`src/rtl/core/hns_pkg.sv`:
```
// Shared constants, types and action codes for the held note stack.
// No dependencies; imported by hns_slot_mem and held_note_stack_unit.
package hns_pkg;

  // List depth and field widths
  localparam int MaxHeld   = 16;
  localparam int IdxW      = $clog2(MaxHeld);
  localparam int CntW      = $clog2(MaxHeld + 1);
  localparam int CountOutW = 5;
  localparam int ActW      = 2;
  localparam int NoteW     = 7;
  localparam int VelW      = 7;
  localparam int InDataW   = 16;
  localparam int OutDataW  = 24;

  // Action codes on the input stream
  typedef enum logic [ActW-1:0] {
    ACT_ADD     = 2'd0,
    ACT_RELEASE = 2'd1,
    ACT_CLEAR   = 2'd2
  } hns_action_e;

  // One stored slot
  typedef struct packed {
    logic [VelW-1:0]  velocity;
    logic [NoteW-1:0] note;
  } hns_slot_t;

  // Request to the slot memory for one cycle
  typedef struct packed {
    logic            we;
    logic [IdxW-1:0] waddr;
    hns_slot_t       wdata;
    logic [IdxW-1:0] raddr;
  } hns_mem_req_t;

endpackage

```
`src/rtl/core/held_note_stack_unit.sv`:
```
// Last-note-priority note stack: controller, result register and slot memory.
// Depends on hns_pkg and hns_slot_mem.
//
// Keeps up to MaxHeld held notes, oldest first, in one synchronous memory. An add, a clear
// or an unused action code finishes in the accept cycle and its result beat is presented the
// next cycle. A release walks the list through the memory's single read port, one slot per
// cycle, compacting survivors in place through the write port, before its result beat is
// formed. One item is in flight at a time: a new beat is taken once the previous result beat
// has left the output register. The newest note is kept in a register, so no extra read is
// needed to form a result. No clearing pass is needed after reset.
module held_note_stack_unit (
  input  logic                         clk_i,
  input  logic                         rst_ni,
  // [1:0] action, [8:2] note_number, [15:9] velocity
  input  logic [hns_pkg::InDataW-1:0]  s_axis_tdata,
  input  logic                         s_axis_tvalid,
  output logic                         s_axis_tready,
  // [0] held_valid, [7:1] held_note, [14:8] held_velocity, [19:15] held_count,
  // [20] overflow, [23:21] zero
  output logic [hns_pkg::OutDataW-1:0] m_axis_tdata,
  output logic                         m_axis_tvalid,
  input  logic                         m_axis_tready
);
  import hns_pkg::*;

  typedef enum logic {
    ST_IDLE,
    ST_WALK
  } state_e;

  state_e              state_q, state_d;
  logic [CntW-1:0]     count_q, count_d;
  hns_slot_t           top_q, top_d;
  logic [NoteW-1:0]    target_q, target_d;
  logic [CntW-1:0]     rd_q, rd_d;
  logic [CntW-1:0]     wr_q, wr_d;
  logic                pend_q, pend_d;
  logic                out_valid_q, out_valid_d;
  logic [OutDataW-1:0] out_data_q, out_data_d;

  hns_mem_req_t        mem_req;
  hns_slot_t           mem_rdata;
  hns_slot_t           in_slot;
  hns_action_e         in_action;
  logic                in_fire;
  logic                emit;
  logic                ovf;
  logic                has_note;

  // Input beat decode
  assign in_action        = hns_action_e'(s_axis_tdata[ActW-1:0]);
  assign in_slot.note     = s_axis_tdata[ActW +: NoteW];
  assign in_slot.velocity = s_axis_tdata[ActW + NoteW +: VelW];
  assign s_axis_tready    = (state_q == ST_IDLE) && !out_valid_q;
  assign in_fire          = s_axis_tvalid && s_axis_tready;

  hns_slot_mem u_slot_mem (
    .clk_i   (clk_i),
    .req_i   (mem_req),
    .rdata_o (mem_rdata)
  );

  // Controller: immediate add/clear, pipelined compaction walk for release
  always_comb begin
    state_d       = state_q;
    count_d       = count_q;
    top_d         = top_q;
    target_d      = target_q;
    rd_d          = rd_q;
    wr_d          = wr_q;
    pend_d        = 1'b0;
    emit          = 1'b0;
    ovf           = 1'b0;
    mem_req.we    = 1'b0;
    mem_req.waddr = count_q[IdxW-1:0];
    mem_req.wdata = in_slot;
    mem_req.raddr = rd_q[IdxW-1:0];

    case (state_q)
      ST_IDLE: begin
        if (in_fire) begin
          case (in_action)
            ACT_ADD: begin
              emit = 1'b1;
              if (count_q < CntW'(MaxHeld)) begin
                mem_req.we = 1'b1;
                count_d    = count_q + CntW'(1);
                top_d      = in_slot;
              end else begin
                ovf = 1'b1;
              end
            end
            ACT_RELEASE: begin
              target_d = in_slot.note;
              rd_d     = '0;
              wr_d     = '0;
              state_d  = ST_WALK;
            end
            ACT_CLEAR: begin
              count_d = '0;
              emit    = 1'b1;
            end
            default: begin
              emit = 1'b1;
            end
          endcase
        end
      end
      ST_WALK: begin
        // Slot read last cycle: keep it unless it matches the released note
        if (pend_q && (mem_rdata.note != target_q)) begin
          mem_req.we    = 1'b1;
          mem_req.waddr = wr_q[IdxW-1:0];
          mem_req.wdata = mem_rdata;
          top_d         = mem_rdata;
          wr_d          = wr_q + CntW'(1);
        end
        // Issue next read, or finish once the last read has drained
        if (rd_q < count_q) begin
          rd_d   = rd_q + CntW'(1);
          pend_d = 1'b1;
        end else if (!pend_q) begin
          count_d = wr_q;
          emit    = 1'b1;
          state_d = ST_IDLE;
        end
      end
      default: begin
        state_d = ST_IDLE;
      end
    endcase
  end

  // Result beat formation
  assign has_note = (count_d != '0);

  always_comb begin
    out_valid_d = out_valid_q;
    out_data_d  = out_data_q;
    if (emit) begin
      out_valid_d = 1'b1;
      out_data_d  = {3'b000,
                     ovf,
                     CountOutW'(count_d),
                     has_note ? top_d.velocity : VelW'(0),
                     has_note ? top_d.note : NoteW'(0),
                     has_note};
    end else if (m_axis_tready) begin
      out_valid_d = 1'b0;
    end
  end

  // State and registered outputs
  always_ff @(posedge clk_i or negedge rst_ni) begin
    if (!rst_ni) begin
      state_q     <= ST_IDLE;
      count_q     <= '0;
      top_q       <= '0;
      target_q    <= '0;
      rd_q        <= '0;
      wr_q        <= '0;
      pend_q      <= 1'b0;
      out_valid_q <= 1'b0;
      out_data_q  <= '0;
    end else begin
      state_q     <= state_d;
      count_q     <= count_d;
      top_q       <= top_d;
      target_q    <= target_d;
      rd_q        <= rd_d;
      wr_q        <= wr_d;
      pend_q      <= pend_d;
      out_valid_q <= out_valid_d;
      out_data_q  <= out_data_d;
    end
  end

  assign m_axis_tvalid = out_valid_q;
  assign m_axis_tdata  = out_data_q;

  // Checks
  a_count_range: assert property (@(posedge clk_i) disable iff (!rst_ni)
    count_q <= CntW'(MaxHeld))
    else $error("fill count beyond list depth");

  a_walk_order: assert property (@(posedge clk_i) disable iff (!rst_ni)
    (state_q == ST_WALK) |-> (wr_q <= rd_q))
    else $error("compaction write pointer passed read pointer");

  a_pend_walk: assert property (@(posedge clk_i) disable iff (!rst_ni)
    pend_q |-> (state_q == ST_WALK))
    else $error("slot read pending outside release walk");

  a_ovf_full: assert property (@(posedge clk_i) disable iff (!rst_ni)
    (m_axis_tvalid && m_axis_tdata[NoteW + VelW + CountOutW + 1])
      |-> (count_q == CntW'(MaxHeld)))
    else $error("overflow reported with room in list");

  a_valid_count: assert property (@(posedge clk_i) disable iff (!rst_ni)
    m_axis_tvalid |-> (m_axis_tdata[0] == (m_axis_tdata[NoteW + VelW + 1 +: CountOutW] != '0)))
    else $error("held_valid disagrees with held_count");

endmodule

```
`src/rtl/core/hns_slot_mem.sv`:
```
// Slot storage: one write port, one read port with registered read data.
// Depends on hns_pkg.
module hns_slot_mem (
  input  logic                 clk_i,
  input  hns_pkg::hns_mem_req_t req_i,
  output hns_pkg::hns_slot_t    rdata_o
);
  import hns_pkg::*;

  hns_slot_t mem_q [MaxHeld];
  hns_slot_t rdata_q;

  // Write and registered read; the controller never uses read data of an entry written in the same cycle
  always_ff @(posedge clk_i) begin
    if (req_i.we) begin
      mem_q[req_i.waddr] <= req_i.wdata;
    end
    rdata_q <= mem_q[req_i.raddr];
  end

  assign rdata_o = rdata_q;

endmodule
```
`config.mk`:
```
export PLATFORM = sky130hd
export DESIGN_NAME = held_note_stack_unit
export DESIGN_NICKNAME = d
export VERILOG_FILES = /design/src/rtl/core/hns_pkg.sv /design/src/rtl/core/held_note_stack_unit.sv /design/src/rtl/core/hns_slot_mem.sv
export SDC_FILE = /design/constraint.sdc
export NUM_CORES = 1
export LEC_CHECK = 0
export BUFFER_PORTS_ARGS = -buffer_cell sky130_fd_sc_hd__buf_2
export CAP_MARGIN = 15
export CORE_ASPECT_RATIO = 0.75
export CORE_MARGIN = 8
export CORE_UTILIZATION = 54
export DETAILED_ROUTE_END_ITERATION = 16
export HOLD_SLACK_MARGIN = 0.08
export PLACE_DENSITY = 0.75
export SLEW_MARGIN = 20
export SYNTH_ARGS = -nofsm -noshare
export SYNTH_HDL_FRONTEND = slang
export SYNTH_SLANG_ARGS = --single-unit
export TNS_END_PERCENT = 10
```
`constraint.sdc`:
```
create_clock -name clk_i -period 8.5 [get_ports clk_i]
set_clock_uncertainty 0.2 [all_clocks]
set_input_delay 0.85 -clock clk_i [delete_from_list [all_inputs] [get_ports clk_i]]
set_output_delay 0.85 -clock clk_i [all_outputs]
set_load 0.01 [all_outputs]
```
==> results of run 1 <==
path summary, 6_finish.rpt:
check,end,slack (ns)
worst min register to register,target_q[6],0.30
min in group clk_i,m_axis_tvalid,0.30
worst max-delay path,m_axis_tdata[13],4.85
worst max register to register,m_axis_tdata[13],4.85
worst min-delay path,m_axis_tdata[3],0.26
max in group asynchronous,rd_q[0],7.28
critical path, delay by kind of cell (launching register included):
kind | cells | cell delay [ns]
simple gates | 2 | 0.20
buf+inv | 1 | 0.13
flops | 1 | 0.77
fa+ha+maj | 1 | 0.51
compound gates | 5 | 1.64
final cells by class:
| class | instances | area, um2 |
|---|---|---|
| clock buffer | 34 | 732 |
| clock inverter | 14 | 184 |
| fill | 1556 | 8440 |
| inverter | 13 | 48.8 |
| multi-input combinational | 338 | 3400 |
| sequential | 298 | 8510 |
| tap | 294 | 368 |
| timing repair buffer | 63 | 372 |
layer usage:
| metal | track usage [%] | up-vias | wire length, um |
|---|---|---|---|
| met5 | 0 | - | 0 |
| met4 | 5.58 | 0 | 732 |
| met2 | 29.6 | 311 | 12500 |
| met1 | 27.9 | 3378 | 11200 |
| met3 | 3.76 | 52 | 2020 |
| li1 | - | 2814 | - |
flip-flops by register name, indices dropped and copies added, names as in the netlist:
signal / flops
rd_q: 5
u_slot_mem.rdata_o: 14
u_slot_mem.mem_q: 224
wr_q: 5
target_q: 7
pend_q: 1
m_axis_tvalid: 1
state_q: 1
count_q: 5
top_q: 14
m_axis_tdata: 21
Yosys cell counts (9+ instances only):
library cell,number
edfxtp_1,224
mux4_2,70
nand2_1,68
dfrtp_1,60
mux2_2,39
nor2_1,32
clkbuf_1,18
a32oi_1,14
buf_2,14
dfxtp_1,14
inv_1,13
a31oi_1,12
nand3_1,9
o21ai_0,9
power by group through the flow:
| stage | combinational [mW] | clock [mW] | sequential (mW) |
|---|---|---|---|
| after floorplan | 0.937 | 0 | 1.93 |
| after global placement | 1.23 | 0 | 1.98 |
| after detailed placement | 1.26 | 0 | 1.99 |
| after CTS | 1.27 | 1.27 | 1.96 |
| after global routing | 1.37 | 1.32 | 1.99 |
| final | 1.27 | 1.25 | 1.97 |
cells in the final DEF (no fill, tap or decap), types with 3 or more instances in the layout:
master and count:
a31oi_1 12, buf_4 20, nor3b_1 5, xor2_1 7, clkinv_2 4, o22ai_1 3
bufinv_16 4, nand4_1 7, a21o_1 5, mux2_2 39, mux4_2 70, nor3_1 4
dfrtp_1 58, nor2_1 30, ha_1 7, o21ai_0 9, edfxtp_1 224, nand3_1 9
xnor2_1 5, clkbuf_1 4, inv_1 13, clkinv_1 4, a32oi_1 14, a21oi_1 6
buf_2 42, nand2_1 68, clkbuf_8 3, nand2b_1 3, a221o_1 3, conb_1 3
clkbuf_16 27, dfxtp_1 14
kinds of logic after synthesis:
family / Yosys count / share of synthesized area (%)
compound gates: 67 / 4.21
xor+xnor: 12 / 0.868
fa+ha+maj: 7 / 0.723
other cells: 1 / 0.0310
buf+inv: 52 / 1.91
mux: 110 / 16.7
flops: 298 / 70.3
simple gates: 139 / 5.26
==> reports/qor.txt, run 1 <==
Core region area -> 0.0221 mm2
Seq cells post-synth -> 298
CP Cell Sequence -> ha_1 -> nand2_1 -> o21ai_0 -> a31oi_1 -> nand2_1 -> inv_1 -> o22a_1 -> a21oi_2 -> a32oi_1
Final hold slack -> 0.261 ns
Root Driver -> clkbuf_16
Critical path class -> reg -> reg
Die H -> 146 um
WL final -> 26500 um
Buffers on Ports -> 42
Total track usage -> 19.3%
Cts hold-fix bufs -> 0
Hold Fails Final Rpt -> 0
Post-Synthesis Cells -> 686
Final core occ -> 61.7%
Sink Count -> 298
Unique masters post-synth -> 53
Synth Warn # -> 0
DP HPWL -> 16900 um
Antenna diodes -> 0
Cell area after layout -> 0.0136 mm2
Reg2reg start -> rd_q[2]
Layout Cells excl Fill -> 1054
Number of synthesized flops with an enable pin -> 224
Cell mode on critical path -> nand2_1
Synth top area cells -> edfxtp_1 56%, mux4_2 13%, dfrtp_1 12%
Sw frac -> 30.7%
CTS buffer count -> 27
Area after DPL -> 0.0127 mm2
Ys flop type -> edfxtp_1
FMAX -> 274 MHz
Layout cells sized above 1 -> 29.9%
Worst vdd ir -> 0.218 mV
Final antenna-violating net count -> 0
Vias in the first global route -> 6473
Syn Area/Cell -> 17.6 um2
Pin count of the biggest net entering global routing -> 62
Area of the mapped netlist -> 0.0121 mm2
Yosys top cell area share -> 55.6%
Max clock buf depth -> 3
Clock power share -> 27.9%
Clk_lat worst skew -> 0.55 ns
GPL Wtd Cong -> 0.884
Internal power -> 3.11 mW
Status -> finished, final reports clean
Worst reg2reg path depth -> 9
Worst setup EP type -> flip-flop
Die X -> 189 um
Global-route wire length before repair -> 40600 um
Num rows -> 47
Die area -> 0.0275 mm2
Slew @ Worst Pin -> 1.06 ns
Tot Pwr -> 4.48 mW
Worst Hold Class -> in -> async
Max-cap violations -> 0
Crit path launch type -> flip-flop
Async SR Flop Fraction -> 20.1%
Logic pwr share -> 28.2%
RSZ-0062 raised after global routing -> false
CP required -> 8.67 ns
Post-CTS resize count -> 0
CP arrival -> 3.81 ns
Final worst path period share -> 42.9%
Post-CTS Repair Setup Buffers -> 0
Seq pwr share -> 43.9%
Crit-path slowest cell -> dfrtp_1
Setup WS pre-CTS -> 4.77 ns
Nets -> 768
Cell taking the most area after synthesis -> edfxtp_1
Routed length per instance -> 25.2 um
PnR worst setup slack -> 4.85 ns
Pwr dens -> 329 mW/mm2
Clk slew on worst S/H paths -> 0.06 ns
Leak Pwr -> 4.74 nW
Area Overhead vs Synth -> 12.5%
Sequential cell area fraction in the yosys report -> 70.3%
Gr ovfl total -> 0
Fin. max-slew vios -> 0
Fin crit period -> 3.65 ns
Post-Route Setup TNS -> 0 ns
Antenna violations before repair -> 0
Routed vias/inst -> 6.22
Iteration-0 DRC Markers -> 703
CTS tree -> built
Pre-antenna DRT Iters -> 7
Num ports -> 46
Total number of vias -> 6555
Setup violators final -> 0
Inst Count DP -> 1006
DRC errors left -> 0
CTS H-tree lvls -> 1
Worst setup startpoint -> rd_q[2]
Initial Util -> 54.9%
Crit-path max cell delay -> 0.77 ns
P_sw -> 1.38 mW
Slew margin rel. -> 29.3%
Worst Path Max Fanout -> 18
(Power assumes the default switching activity.)
==> inputs of run 2 (changes only) <==
Settings changed: PLACE_DENSITY 0.75 to 0.78.
Clock period 8.5 ns to 3.3 ns, I/O delays scaled along.
==> run 2 against run 1 <==
- final area increased by 2.0%
- critical path depth decreased by 3
- largest cell class unchanged
- combinational power increased to 2.9 times the previous value
- non-clock buffer count increased by 31
- via count increased by 3.3%
- fmax increased by 21%
- first-iteration DRC count increased by 35%
- register-to-register slack got worse by 4.6 ns
- wire length increased by 7.5%
==> reports/qor.txt, run 2 (same netlist as run 1, synthesis figures left out) <==
Status -> finished, final reports clean
Slew @ Worst Pin -> 0.917 ns (-0.139 ns)
Max reg flops -> 224 (unchanged)
Layout Cells excl Fill -> 1085 (+2.9%)
Area after DPL -> 0.0128 mm2 (+0.83%)
Total track usage -> 20.9% (+1.6 points)
Routed vias/inst -> 6.24 (+0.33%)
CTS tree -> built
CTS H-tree lvls -> 1 (unchanged)
Most frequent cells in the layout -> 224 x edfxtp_1, 70 x mux4_2, 68 x nand2_1
Antenna violations before repair -> 1 (+1)
CP Cell Sequence -> xor2_1 -> nor4_1 -> a41oi_4 -> a31oi_1 -> nor2_1 -> buf_4
Clk_lat worst skew -> 0.52 ns (-0.03 ns)
Filler Cell Count -> 1498 (-3.7%)
Inst Count DP -> 1019 (+1.3%)
RSZ-0062 raised after global routing -> false
Setup violators final -> 0 (unchanged)
Slew margin rel. -> 38.8% (+9.5 points)
Worst Path Max Fanout -> 14 (-4)
Num rows -> 47 (unchanged)
Iteration-0 DRC Markers -> 948 (+35%)
Initial Util -> 54.9% (unchanged)
Nets -> 798 (+3.9%)
Tot Pwr -> 11.9 mW (+160%)
WL final -> 28500 um (+7.5%)
Hold Fails Final Rpt -> 0 (unchanged)
Pwr dens -> 854 mW/mm2 (+160%)
Crit-path slowest cell -> a31oi_1
Worst Path Buf+Inv -> 1 (unchanged)
Layout cells sized above 1 -> 29.7% (-0.16 points)
Final antenna-violating net count -> 0 (unchanged)
Die H -> 146 um (unchanged)
Buffers on Ports -> 42 (unchanged)
Worst vdd ir -> 0.632 mV (+190%)
Vias in the first global route -> 6908 (+6.7%)
Worst setup EP type -> flip-flop
Fin. max-slew vios -> 0 (unchanged)
Final hold slack -> 0.110 ns (-0.151 ns)
Fin crit period -> 3.01 ns (-0.633 ns)
Die X -> 189 um (unchanged)
Critical path class -> reg -> reg
Total number of vias -> 6770 (+3.3%)
CP required -> 3.36 ns (-5.31 ns)
Gr ovfl total -> 0 (unchanged)
Post-CTS Repair Setup Buffers -> 0 (unchanged)
DP HPWL -> 18600 um (+10%)
Max-cap violations -> 0 (unchanged)
Core region area -> 0.0221 mm2 (unchanged)
Crit-path max cell delay -> 0.65 ns (-0.12 ns)
Delay-heaviest family, CP -> compound AO/OA/AOI/OAI gates
Sink Count -> 298 (unchanged)
Commonest non-fill, non-tap cell in the layout -> edfxtp_1
GPL Wtd Cong -> 0.960 (+8.6%)
Clk slew on worst S/H paths -> 0.06 ns (about the same)
Area Overhead vs Synth -> 14.7%
FMAX -> 332 MHz (+21%)
Antenna diodes -> 0 (unchanged)
Num ports -> 46 (unchanged)
Cell area after layout -> 0.0139 mm2 (+2.0%)
CP arrival -> 3.07 ns (-0.74 ns)
Worst Hold Class -> in -> reg
Post-Route Setup TNS -> 0 ns (unchanged)
Die area -> 0.0275 mm2 (unchanged)
Crit path launch type -> flip-flop
Max clock buf depth -> 3 (unchanged)
Pin count of the biggest net entering global routing -> 61 (-1.6%)
DRC errors left -> 0 (unchanged)
Routed length per instance -> 26.3 um (+4.4%)
Final worst path period share -> 91.3% (+48 points)
Global-route wire length before repair -> 43600 um (+7.4%)
Post-CTS resize count -> 0 (unchanged)
Top reg by flops -> u_slot_mem.mem_q
Root Driver -> clkbuf_16
Pre-antenna DRT Iters -> 5 (-2)
CTS buffer count -> 26 (-3.7%)
Leak Pwr -> 4.88 nW (+2.9%)
run 2: cell types whose count changed in the layout (fill, tap and decap cells not counted), moves of 2 or more:
cell	before	now
dlygate4sd3_1	0	18
buf_4	20	34
nor2_1	30	32
clkbuf_1	4	6
clkbuf_8	3	1
nor2_2	2	0
run 2: final cells by class:
class | instances | area [um2] | share of cell area (%)
Inverter | 13 | 48.8 | 0.351
Sequential cell | 298 | 8510 | 61.3
Clock inverter | 14 | 189 | 1.36
Tap cell | 294 | 368 | 2.65
Clock buffer | 34 | 712 | 5.13
Timing Repair Buffer | 94 | 661 | 4.76
Multi-Input combinational cell | 338 | 3390 | 24.4
run 2: metal layers:
| metal | part of all wire [%] | GRT usage (%) | up-vias |
|---|---|---|---|
| met3 | 12 | 8.09 | 38 |
| met4 | 1.7 | 4.13 | 0 |
| met1 | 40 | 29.6 | 3504 |
| li1 | - | - | 2884 |
| met2 | 46 | 30.5 | 344 |
| met5 | 0 | 0 | - |
run 2: stage by stage:
| stage | util [%] | setup slack, ns |
|---|---|---|
| floorplan | - | 0.440 |
| global placement | 58.1 | 0.432 |
| detailed placement | 58.1 | 0.423 |
| CTS | 63.0 | 0.378 |
| global route | 63.0 | 0.198 |
| finish | 63.0 | 0.288 |
run 2: what timing repair did:
item                                   4_1_cts  5_1_grt
endpoints found under the hold margin       64        0
setup endpoints to repair                    0        0
hold buffers                                18        0
run 2: worst paths after layout:
| path | from | end | slack [ns] | cells past startpoint |
|---|---|---|---|---|
| max in group asynchronous | rst_ni | m_axis_tdata[4] | 2.09 | 3 |
| worst min-delay path | s_axis_tdata[0] | count_q[3] | 0.11 | 4 |
| worst min register to register | m_axis_tdata[17] | m_axis_tdata[17] | 0.30 | 1 |
| worst max register to register | target_q[1] | u_slot_mem.mem_q[1][2] | 0.29 | 6 |
| worst max-delay path | target_q[1] | u_slot_mem.mem_q[1][2] | 0.29 | 6 |
| min in group asynchronous | rst_ni | top_q[6] | 0.14 | 2 |
run 2: tightest hold or removal path: cells and delay by family:
family          cells  cell delay (ns)
simple gates        2             0.14
compound gates      1             0.17
buf+inv             1             0.15
run 2: report_power, final:
part	internal [mW]	switching [mW]
sequential	4.62	0.352
combinational	1.58	2.09
clock	1.91	1.30
